[src/rtl/ztt_pkg.sv]
// Package for the Zobrist transposition table: action codes, entry kinds,
// controller state and command/status types. No dependencies.
`default_nettype none
package ztt_pkg;
  typedef enum logic [2:0] {
    ACT_LOAD   = 3'd0,
    ACT_TOGGLE = 3'd1,
    ACT_LOOKUP = 3'd2,
    ACT_STORE  = 3'd3,
    ACT_CLEAR  = 3'd4
  } action_e;

  typedef enum logic [1:0] {
    KIND_EXACT = 2'd0,
    KIND_LOWER = 2'd1,
    KIND_UPPER = 2'd2,
    KIND_NONE  = 2'd3
  } kind_e;

  typedef enum logic [1:0] {
    ST_WIPE,
    ST_IDLE,
    ST_READ,
    ST_RESP
  } state_e;

  typedef struct packed {
    logic wipe;
    logic capture;
    logic exec;
    logic respond;
  } ctrl_cmd_t;

  typedef struct packed {
    logic wipe_done;
  } ctrl_sts_t;
endpackage
`default_nettype wire

[src/rtl/ztt_ctrl.sv]
// Controller state machine for the transposition table.
// Depends on ztt_pkg.
`default_nettype none
module ztt_ctrl (
  input  wire logic               clk_i,
  input  wire logic               rst_ni,
  input  wire logic               in_valid,
  output logic                    in_ready,
  output logic                    out_valid,
  input  wire logic               out_ready,
  input  wire ztt_pkg::ctrl_sts_t sts_i,
  output ztt_pkg::ctrl_cmd_t      cmd_o
);
  import ztt_pkg::*;

  state_e state_q, state_d;

  always_ff @(posedge clk_i or negedge rst_ni) begin
    if (!rst_ni) state_q <= ST_WIPE;
    else state_q <= state_d;
  end

  always_comb begin
    state_d = state_q;
    unique case (state_q)
      ST_WIPE: if (sts_i.wipe_done) state_d = ST_IDLE;
      ST_IDLE: if (in_valid) state_d = ST_READ;
      ST_READ: state_d = ST_RESP;
      ST_RESP: if (out_ready) state_d = ST_IDLE;
      default: state_d = ST_IDLE;
    endcase
  end

  always_comb begin
    in_ready    = (state_q == ST_IDLE);
    out_valid   = (state_q == ST_RESP);
    cmd_o.wipe    = (state_q == ST_WIPE);
    cmd_o.capture = (state_q == ST_IDLE) && in_valid;
    cmd_o.exec    = (state_q == ST_READ);
    cmd_o.respond = (state_q == ST_RESP);
  end

`ifndef SYNTHESIS
  a_excl: assert property (@(posedge clk_i) disable iff (!rst_ni) !(in_ready && out_valid))
    else $error("ready and valid together");
  a_rd: assert property (@(posedge clk_i) disable iff (!rst_ni) cmd_o.capture |=> cmd_o.exec)
    else $error("capture not followed by exec");
  a_rsp: assert property (@(posedge clk_i) disable iff (!rst_ni) cmd_o.exec |=> out_valid)
    else $error("exec not followed by response");
`endif
endmodule
`default_nettype wire

[config.mk]
export PLATFORM = sky130hd
export DESIGN_NAME = ztt_ctrl
export DESIGN_NICKNAME = d
export VERILOG_FILES = /design/src/rtl/ztt_pkg.sv /design/src/rtl/ztt_ctrl.sv
export SDC_FILE = /design/constraint.sdc
export NUM_CORES = 1
export LEC_CHECK = 0
export BUFFER_PORTS_ARGS = -buffer_cell sky130_fd_sc_hd__buf_4
export CAP_MARGIN = 20
export CORE_AREA = 2 2 39 41
export DETAILED_ROUTE_END_ITERATION = 6
export DIE_AREA = 0 0 41 43
export PLACE_DENSITY_LB_ADDON = 0.08
export SLEW_MARGIN = 20
export SYNTH_ARGS = -nofsm -noshare
export SYNTH_HDL_FRONTEND = slang
export SYNTH_SLANG_ARGS = --single-unit
[constraint.sdc]
create_clock -name clk_i -period 3.19 [get_ports clk_i]
set_clock_uncertainty 0.2 [all_clocks]
set_input_delay 0.638 -clock clk_i [delete_from_list [all_inputs] [get_ports clk_i]]
set_output_delay 0.638 -clock clk_i [all_outputs]
set_load 0.01 [all_outputs]
==> flow_summary.toml, run 1 <==
[setup_path]
critPathKind = "reg -> out"
path_max_fanout = 4
cp-start-kind = "register"
critical_path_endpoint_category = "output pin"
cp_data_arrival_time_ns = 1.17
worstPathRequired_ns = 2.35
crit_chain = "inv_1 -> ha_1 -> and2_1 -> buf_4"
critical-path-slowest-cell = "sky130_fd_sc_hd__dfrtp_1"
critPathMaxStageDelay_ns = 0.37

[clocking]
cts_tree = "done"
tritoncts_buffers = 3
cts-htree-levels = 1
clock_path_buffers = 2
clock_sinks = 2
library_cell_used_as_clock_root_buffer = "sky130_fd_sc_hd__clkbuf_4"
cts.clk_slew.worst_paths_ns = 0.03
clock_insertion_delay_worst_skew_ns = 0.22

[drt]
post-route-drc-count = 0
drt_initial_violations = 11
final_antenna_net_count = 0
drt-vias-per-instance = 3.261
wire_per_inst_um = 8.457
dr.pass1.iters = 4
num_vias = 150
drt_wl_total_um = 389

[final_layout]
final_cell_mix = "sky130_fd_sc_hd__buf_4, sky130_fd_sc_hd__inv_1, sky130_fd_sc_hd__ha_1"
fill_cells = 164
top_register = "state_q"
regArea_sq_um = 50.05
regs_by_ff_count = "state_q x2"
multi_input_area_sq_um = 100.1
largest_register_ff_count = 2
antenna_diode_count = 0
layout-drive-gt1-share_pct = 43.33
layout.cells.most_common = "sky130_fd_sc_hd__buf_4"
areaGrowthSynthToFinish_pct = 68.09
final_net_count = 42

[timing]
setup_ws_ns = 1.179
rsz_0062_raised_after_global_routing = "false"
fmax_mhz = 497.2
post-route-min-period_ns = 2.011
worst_slew_pin_slew_ns = 0.4484
final-max-slew-violation-count = 0
holdWs_ns = 0.3569
report.final.hold_viol_count = 0
totalNegativeSetupSlack_ns = 0
timing.final.crit_share_pct = 63.04
timing.final.setup_violations = 0
max_slew_margin_pct = 70.11

[synth]
synth_top_cell_by_area = "sky130_fd_sc_hd__ha_1"
mappedNetlistNets = 27
synth.ff_latch_count = 2
synth_area_per_cell_sq_um = 10.38
synthesis.area_sq_um = 176.4
synthesis.yosys.warnings = 0
seq_area_frac_synth_pct = 28.37
post-synth-top-area-fraction_pct = 35.46
post_synth_inst_count = 17
synth_top_area_cells = "sky130_fd_sc_hd__ha_1, sky130_fd_sc_hd__dfrtp_1, sky130_fd_sc_hd__inv_1"
synth_cell_types = 8

[global_route]
antenna_found_initial = 0
global_route_wire_length_before_repair_um = 621
grtUsageTotal_pct = 5.823
grt_max_degree = 5
grt_pass1_vias = 160
overflow = 0

[die]
die_width_um = 41
std_cell_rows = 14
fp.coreArea_sq_mm = 0.001384
initial_core_util_pct = 12.75
die_height_um = 43
boundaryPins = 11
floorplan.die_area_sq_mm = 0.001763

[job]
cap_violations = 0

[placement]
place.gp.congestion = 0.6639
dpl_worst_slack_ns = 1.291
hpwl_um = 311.3
numPortBuffers = 10

[power]
cellLeakagePower_nw = 0.1733
vdd_drop_max_uv = 302.2
power_per_cell_area_mw_per_mm2 = 906.2

[run_status]
outcome = "completed"

[min_path]
worstHoldPathType = "reg -> reg"
report_power, final:
group	switching, mW	total, mW	internal (mW)
clock	0.0142	0.0556	0.0415
sequential	0.0136	0.0529	0.0393
combinational	0.0750	0.160	0.0852
total	0.103	0.269	0.166
cells by family after synthesis:
kind of cell             after synthesis  synth area share, %
buffers and inverters                  6                14.90
adder cells (fa/ha/maj)                5                35.46
multiplexers                           2                12.06
flip-flops                             2                28.37
AO/OA/AOI/OAI                          1                5.674
AND/OR/NAND/NOR                        1                3.548
metal layers:
metal	track usage (%)	vias up	part of all wire (%)
li1	-	78	-
met4	6.000	0	0
met1	5.788	62	38
met2	7.813	10	46
met5	0	-	0
met3	3.141	0	15
cell type report:
| class | count | area share (%) |
|---|---|---|
| inverter | 5 | 6.329 |
| timing repair buffer | 11 | 28.69 |
| clock buffer | 3 | 7.595 |
| sequential | 2 | 16.88 |
| tap | 16 | 6.751 |
| multi-input combinational | 9 | 33.76 |
cell usage after synthesis:
library cell               count
sky130_fd_sc_hd__and2_1        1
sky130_fd_sc_hd__mux2i_1       1
sky130_fd_sc_hd__buf_4         1
sky130_fd_sc_hd__mux2_1        1
sky130_fd_sc_hd__dfrtp_1       2
sky130_fd_sc_hd__ha_1          5
sky130_fd_sc_hd__a222oi_1      1
sky130_fd_sc_hd__inv_1         5
worst max-delay path: cells and delay by family (launching register included):
family        cells  cell delay [ns]
flops             1             0.37
simple gates      1             0.14
fa+ha+maj         1             0.21
buf+inv           2             0.22
metrics by stage:
stage | cell area (sq um) | instances | util [%] | power, mW
5_1_grt | 296.5 | 46 | 21.43 | 0.3033
6_report | 296.5 | 46 | 21.43 | 0.2687
3_5_place_dp | 264.0 | 42 | 19.08 | 0.2193
4_1_cts | 296.5 | 46 | 21.43 | 0.2807
2_1_floorplan | 176.4 | 17 | - | 0.1540
3_3_place_gp | 264.0 | 42 | 19.08 | 0.2213
repair_timing:
item                                    CTS  global route
hold endpoints to repair                  2             0
gates resized for setup                   0             0
endpoints found under the setup margin    0             0
hold buffers                              1             0
buffers inserted                          0             0
final timing paths:
path                                        startpoint                endpoint  slack [ns]  cells after the start
worst min-delay path            state_q[1]$_DFFE_PN0P_  state_q[1]$_DFFE_PN0P_        0.36                      1
max in group asynchronous                       rst_ni  state_q[1]$_DFFE_PN0P_        2.17                      2
min in group asynchronous                       rst_ni  state_q[0]$_DFFE_PN0P_        0.53                      2
worst max-delay path            state_q[1]$_DFFE_PN0P_                cmd_o[2]        1.18                      4
worst max register to register  state_q[0]$_DFFE_PN0P_  state_q[1]$_DFFE_PN0P_        1.32                      4
worst min register to register  state_q[1]$_DFFE_PN0P_  state_q[1]$_DFFE_PN0P_        0.36                      1
Note: power is estimated with default switching activity, not from simulation.
==> inputs of run 2 (changes only) <==
==> constraint.sdc (replaced) <==
create_clock -name clk_i -period 2 [get_ports clk_i]
set_clock_uncertainty 0.2 [all_clocks]
set_input_delay 0.4 -clock clk_i [delete_from_list [all_inputs] [get_ports clk_i]]
set_output_delay 0.4 -clock clk_i [all_outputs]
set_load 0.01 [all_outputs]
==> flow_summary.toml, run 2 (same netlist as run 1, synthesis figures left out) <==
[run_status]
outcome = "completed"

[timing]
timing.final.crit_share_pct = 90.10
max_slew_margin_pct = 75.33
timing.final.setup_violations = 0
holdWs_ns = 0.2917
worst_slew_pin_slew_ns = 0.3700
rsz_0062_raised_after_global_routing = "false"
report.final.hold_viol_count = 0
setup_ws_ns = 0.1981
final-max-slew-violation-count = 0
post-route-min-period_ns = 1.802
totalNegativeSetupSlack_ns = 0
fmax_mhz = 555.0

[placement]
numPortBuffers = 10
dpl_worst_slack_ns = 0.1821
place.gp.congestion = 0.6488
place.detailed.instances = 43
hpwl_um = 318.2

[final_layout]
fill_cells = 159
final_net_count = 43
layout-drive-gt1-share_pct = 45.16
largest_register_ff_count = 2
final_cell_mix = "sky130_fd_sc_hd__buf_4, sky130_fd_sc_hd__inv_1, sky130_fd_sc_hd__ha_1"
antenna_diode_count = 0
fin_cells = 47
areaGrowthSynthToFinish_pct = 72.34
top_register = "state_q"
layout.cells.most_common = "sky130_fd_sc_hd__buf_4"
regs_by_ff_count = "state_q x2"

[power]
power_per_cell_area_mw_per_mm2 = 1458
p_int_mw = 0.2777
switching_power_mw = 0.1655
seq_power_share_pct = 18.9
cellLeakagePower_nw = 0.1779
power.share.combinational_pct = 61.1
power.switching_fraction_pct = 37.34
vdd_drop_max_uv = 456.0
power.clock.fraction_pct = 20.0

[setup_path]
critPathKind = "reg -> reg"
cp_data_arrival_time_ns = 1.70
crit_chain = "inv_1 -> ha_1 -> a222oi_1 -> mux2_1"
critical-path-slowest-cell = "sky130_fd_sc_hd__a222oi_1"
worstPathRequired_ns = 1.90
path_max_fanout = 4
critPathMaxStageDelay_ns = 0.41
cp-start-kind = "register"
critical_path_endpoint_category = "register"

[job]
cap_violations = 0

[global_route]
grt_pass1_vias = 137
overflow = 0
grt_max_degree = 5
antenna_found_initial = 0
global_route_wire_length_before_repair_um = 510
grtUsageTotal_pct = 5.120

[drt]
dr_wl_met2_um = 159
route.layer.met1.wl_um = 171
routed.top_layer = "met3"
wire_per_inst_um = 7.936
detailroute.wirelength.met3_um = 42
dr.pass1.iters = 4
drt-vias-per-instance = 3.426
final_antenna_net_count = 0
num_vias = 161
post-route-drc-count = 0
drt_wl_total_um = 373
drt_initial_violations = 2

[clocking]
clock_sinks = 2
ctsResizeCount = 0
cts_tree = "done"
cts.clk_slew.worst_paths_ns = 0.03
clock_insertion_delay_worst_skew_ns = 0.22
clock_path_buffers = 2
library_cell_used_as_clock_root_buffer = "sky130_fd_sc_hd__clkbuf_4"
cts-htree-levels = 1
tritoncts_buffers = 3
postCtsSetupRepairBufs = 0

[min_path]
worstHoldPathType = "in -> async"

[die]
die_width_um = 41
floorplan.die_area_sq_mm = 0.001763
boundaryPins = 11
initial_core_util_pct = 12.75
std_cell_rows = 14
die_height_um = 43
fp.coreArea_sq_mm = 0.001384
==> run 2: cell count changes in the layout (fill, tap and decap cells not counted), sizes merged <==
cell / delta
buf: +1
==> run 2: layer usage <==
layer / vias to the layer above / track usage [%]
li1: 81 / -
met5: - / 0
met2: 10 / 5.625
met4: 0 / 6.000
met3: 0 / 4.712
met1: 70 / 4.823
==> run 2: final timing paths <==
check                                       start                endpoint  slack, ns  depth (start not counted)
min in group clk_i         state_q[1]$_DFFE_PN0P_  state_q[1]$_DFFE_PN0P_       0.36                          1
max in group asynchronous                  rst_ni  state_q[1]$_DFFE_PN0P_       1.22                          2
hold reg to reg            state_q[1]$_DFFE_PN0P_  state_q[1]$_DFFE_PN0P_       0.36                          1
hold / removal                             rst_ni  state_q[0]$_DFFE_PN0P_       0.29                          2
setup / recovery           state_q[0]$_DFFE_PN0P_  state_q[1]$_DFFE_PN0P_       0.20                          4
setup reg to reg           state_q[0]$_DFFE_PN0P_  state_q[1]$_DFFE_PN0P_       0.20                          4
==> run 2: through the flow <==
| stage | util (%) | area (sq um) | power (mW) |
|---|---|---|---|
| floorplan | - | 176.4 | 0.2456 |
| global placement | 19.62 | 271.5 | 0.3739 |
| detailed placement | 19.62 | 271.5 | 0.3631 |
| CTS | 21.97 | 304.0 | 0.4592 |
| global route | 21.97 | 304.0 | 0.4919 |
| finish | 21.97 | 304.0 | 0.4432 |
==> run 2: cell type report <==
| type | instances | area, sq um | share of cell area (%) |
|---|---|---|---|
| Tap cell | 16 | 20.02 | 6.584 |
| Inverter | 5 | 18.77 | 6.173 |
| Multi-Input combinational cell | 9 | 100.1 | 32.92 |
| Sequential cell | 2 | 50.05 | 16.46 |
| Timing Repair Buffer | 12 | 92.59 | 30.45 |
| Clock buffer | 3 | 22.52 | 7.407 |
==> run 2: critical path: cells and delay by family, from the launching register on <==
| kind | cells | cell delay, ns |
|---|---|---|
| AO/OA/AOI/OAI | 1 | 0.41 |
| multiplexers | 1 | 0.37 |
| buffers and inverters | 1 | 0.09 |
| flip-flops | 1 | 0.39 |
| adder cells (fa/ha/maj) | 1 | 0.22 |
==> run 2: timing repair <==
action | 4_1_cts | 5_1_grt
hold buffers | 1 | 0
endpoints found under the setup margin | 0 | 0
hold endpoints to repair | 2 | 0
==> run 2: power groups by stage <==
stage / combinational [mW] / sequential [mW] / clock, mW
after detailed placement: 0.278 / 0.0847 / 0
final: 0.271 / 0.0835 / 0.0888
after CTS: 0.280 / 0.0845 / 0.0950
after global placement: 0.290 / 0.0839 / 0
after floorplan: 0.166 / 0.0795 / 0
after global routing: 0.305 / 0.0885 / 0.0979
==> inputs of run 3 (changes only) <==
==> constraint.sdc (replaced) <==
create_clock -name clk_i -period 1.64 [get_ports clk_i]
set_clock_uncertainty 0.2 [all_clocks]
set_input_delay 0.328 -clock clk_i [delete_from_list [all_inputs] [get_ports clk_i]]
set_output_delay 0.328 -clock clk_i [all_outputs]
set_load 0.01 [all_outputs]
==> flow_summary.toml, run 3 (same netlist as run 1, synthesis figures left out) <==
[timing]
totalNegativeSetupSlack_ns = -0.1971
holdWs_ns = 0.2187
max_slew_margin_pct = 81.84
fmax_mhz = 581.0
setup_ws_ns = -0.08130
final-max-slew-violation-count = 0
post-route-min-period_ns = 1.721
timing.final.crit_share_pct = 105.0
worst_slew_pin_slew_ns = 0.2724
timing.final.setup_violations = 5
rsz_0062_raised_after_global_routing = "true"
report.final.hold_viol_count = 0

[drt]
dr.pass1.iters = 4
drt_wl_total_um = 446
final_antenna_net_count = 0
routed.top_layer = "met3"
dr_wl_met2_um = 206
drt-vias-per-instance = 3.527
detailroute.wirelength.met3_um = 52
route.layer.met1.wl_um = 187
post-route-drc-count = 0
wire_per_inst_um = 8.109
num_vias = 194
drt_initial_violations = 3

[global_route]
overflow = 0
grt_pass1_vias = 185
antenna_found_initial = 0
grt_max_degree = 5
global_route_wire_length_before_repair_um = 683
grtUsageTotal_pct = 6.219

[setup_path]
critPathMaxStageDelay_ns = 0.41
path_delay_family = "flip-flops"
crit_chain = "inv_2 -> ha_4 -> a222oi_1 -> buf_4 -> mux2_4"
worstPathRequired_ns = 1.54
cp_data_arrival_time_ns = 1.62
critPathKind = "reg -> reg"
critical_path.n_buffers_inverters = 2
path_max_fanout = 4
worstRegToRegCells = 5
critical-path-slowest-cell = "sky130_fd_sc_hd__dfrtp_2"
critical_path_cell_count = 5
cp-start-kind = "register"
critical_path_endpoint_category = "register"

[power]
total_power_mw = 0.8349
p_int_mw = 0.5480
cellLeakagePower_nw = 0.2217
vdd_drop_max_uv = 615.4
seq_power_share_pct = 13.5
power.share.combinational_pct = 73.7
power.switching_fraction_pct = 34.36
power.clock.fraction_pct = 12.8
switching_power_mw = 0.2869
power_per_cell_area_mw_per_mm2 = 1957

[final_layout]
regArea_sq_um = 51.30
largest_register_ff_count = 2
multi_input_area_sq_um = 146.4
layout.cells.most_common = "sky130_fd_sc_hd__buf_4"
finish.utilization_pct = 30.83
final_cell_mix = "sky130_fd_sc_hd__buf_4, sky130_fd_sc_hd__buf_6, sky130_fd_sc_hd__inv_1, sky130_fd_sc_hd__ha_4, sky130_fd_sc_hd__clkbuf_4"
regs_by_ff_count = "state_q x2"
areaGrowthSynthToFinish_pct = 141.8
antenna_diode_count = 0
final_net_count = 51
top_register = "state_q"
fill_cells = 155
layout-drive-gt1-share_pct = 79.49

[clocking]
tritoncts_buffers = 3
clock_insertion_delay_worst_skew_ns = 0.22
clock_sinks = 2
cts_tree = "done"
library_cell_used_as_clock_root_buffer = "sky130_fd_sc_hd__clkbuf_4"
cts.clk_slew.worst_paths_ns = 0.03
clock_path_buffers = 2
cts-htree-levels = 1

[job]
cap_violations = 0

[run_status]
outcome = "finished with violations"
violations = "setup timing"

[die]
std_cell_rows = 14
boundaryPins = 11
initial_core_util_pct = 12.75
fp.coreArea_sq_mm = 0.001384
floorplan.die_area_sq_mm = 0.001763
die_height_um = 43
die_width_um = 41

[min_path]
worstHoldPathType = "in -> async"

[placement]
place.gp.congestion = 0.6814
hpwl_um = 341.1
dpl_worst_slack_ns = -0.1302
numPortBuffers = 10
## run 3: cell count changes in the layout (fill, tap and decap cells not counted), moves of 2 or more
cell and change:
sky130_fd_sc_hd__inv_1 -2, sky130_fd_sc_hd__ha_4 +3, sky130_fd_sc_hd__ha_1 -4, sky130_fd_sc_hd__inv_2 +2
sky130_fd_sc_hd__buf_6 +4, sky130_fd_sc_hd__buf_4 +4
## run 3: through the flow
step | cells | instance area (sq um)
global placement | 47 | 316.6
floorplan | 17 | 191.4
global route | 55 | 426.7
detailed placement | 47 | 316.6
finish | 55 | 426.7
CTS | 54 | 419.2
## run 3: path summary, 6_finish.rpt
check | startpoint | end | slack (ns)
max | state_q[0]$_DFFE_PN0P_ | state_q[1]$_DFFE_PN0P_ | -0.08
max reg2reg | state_q[0]$_DFFE_PN0P_ | state_q[1]$_DFFE_PN0P_ | -0.08
min reg2reg | state_q[1]$_DFFE_PN0P_ | state_q[1]$_DFFE_PN0P_ | 0.48
min | rst_ni | state_q[1]$_DFFE_PN0P_ | 0.22
max in group asynchronous | rst_ni | state_q[0]$_DFFE_PN0P_ | 0.92
min in group clk_i | state_q[1]$_DFFE_PN0P_ | state_q[1]$_DFFE_PN0P_ | 0.48
## run 3: what timing repair did
| item | 4_1_cts | 5_1_grt |
|---|---|---|
| gates resized for setup | 11 | 0 |
| endpoints found under the hold margin | 2 | 0 |
| pin swaps | 2 | 1 |
| buffers inserted | 3 | 1 |
| hold buffers | 1 | 0 |
| setup endpoints to repair | 6 | 7 |
## run 3: area by class of cell
type                            count  area share [%]
Timing Repair Buffer               20           39.30
Inverter                            5           4.399
Multi-Input combinational cell      9           34.31
Tap cell                           16           4.692
Clock buffer                        3           5.279
Sequential cell                     2           12.02
## run 3: power groups by stage
stage	registers, mW	clock network, mW	logic (mW)
after global placement	0.109	0	0.446
after floorplan	0.102	0	0.230
after global routing	0.116	0.117	0.687
final	0.112	0.107	0.615
after detailed placement	0.107	0	0.440
after CTS	0.112	0.116	0.607
## run 3: metal layers
metal,vias up,track usage [%]
li1,99,-
met2,10,8.438
met5,-,0
met3,0,3.141
met1,85,6.410
met4,0,6.000
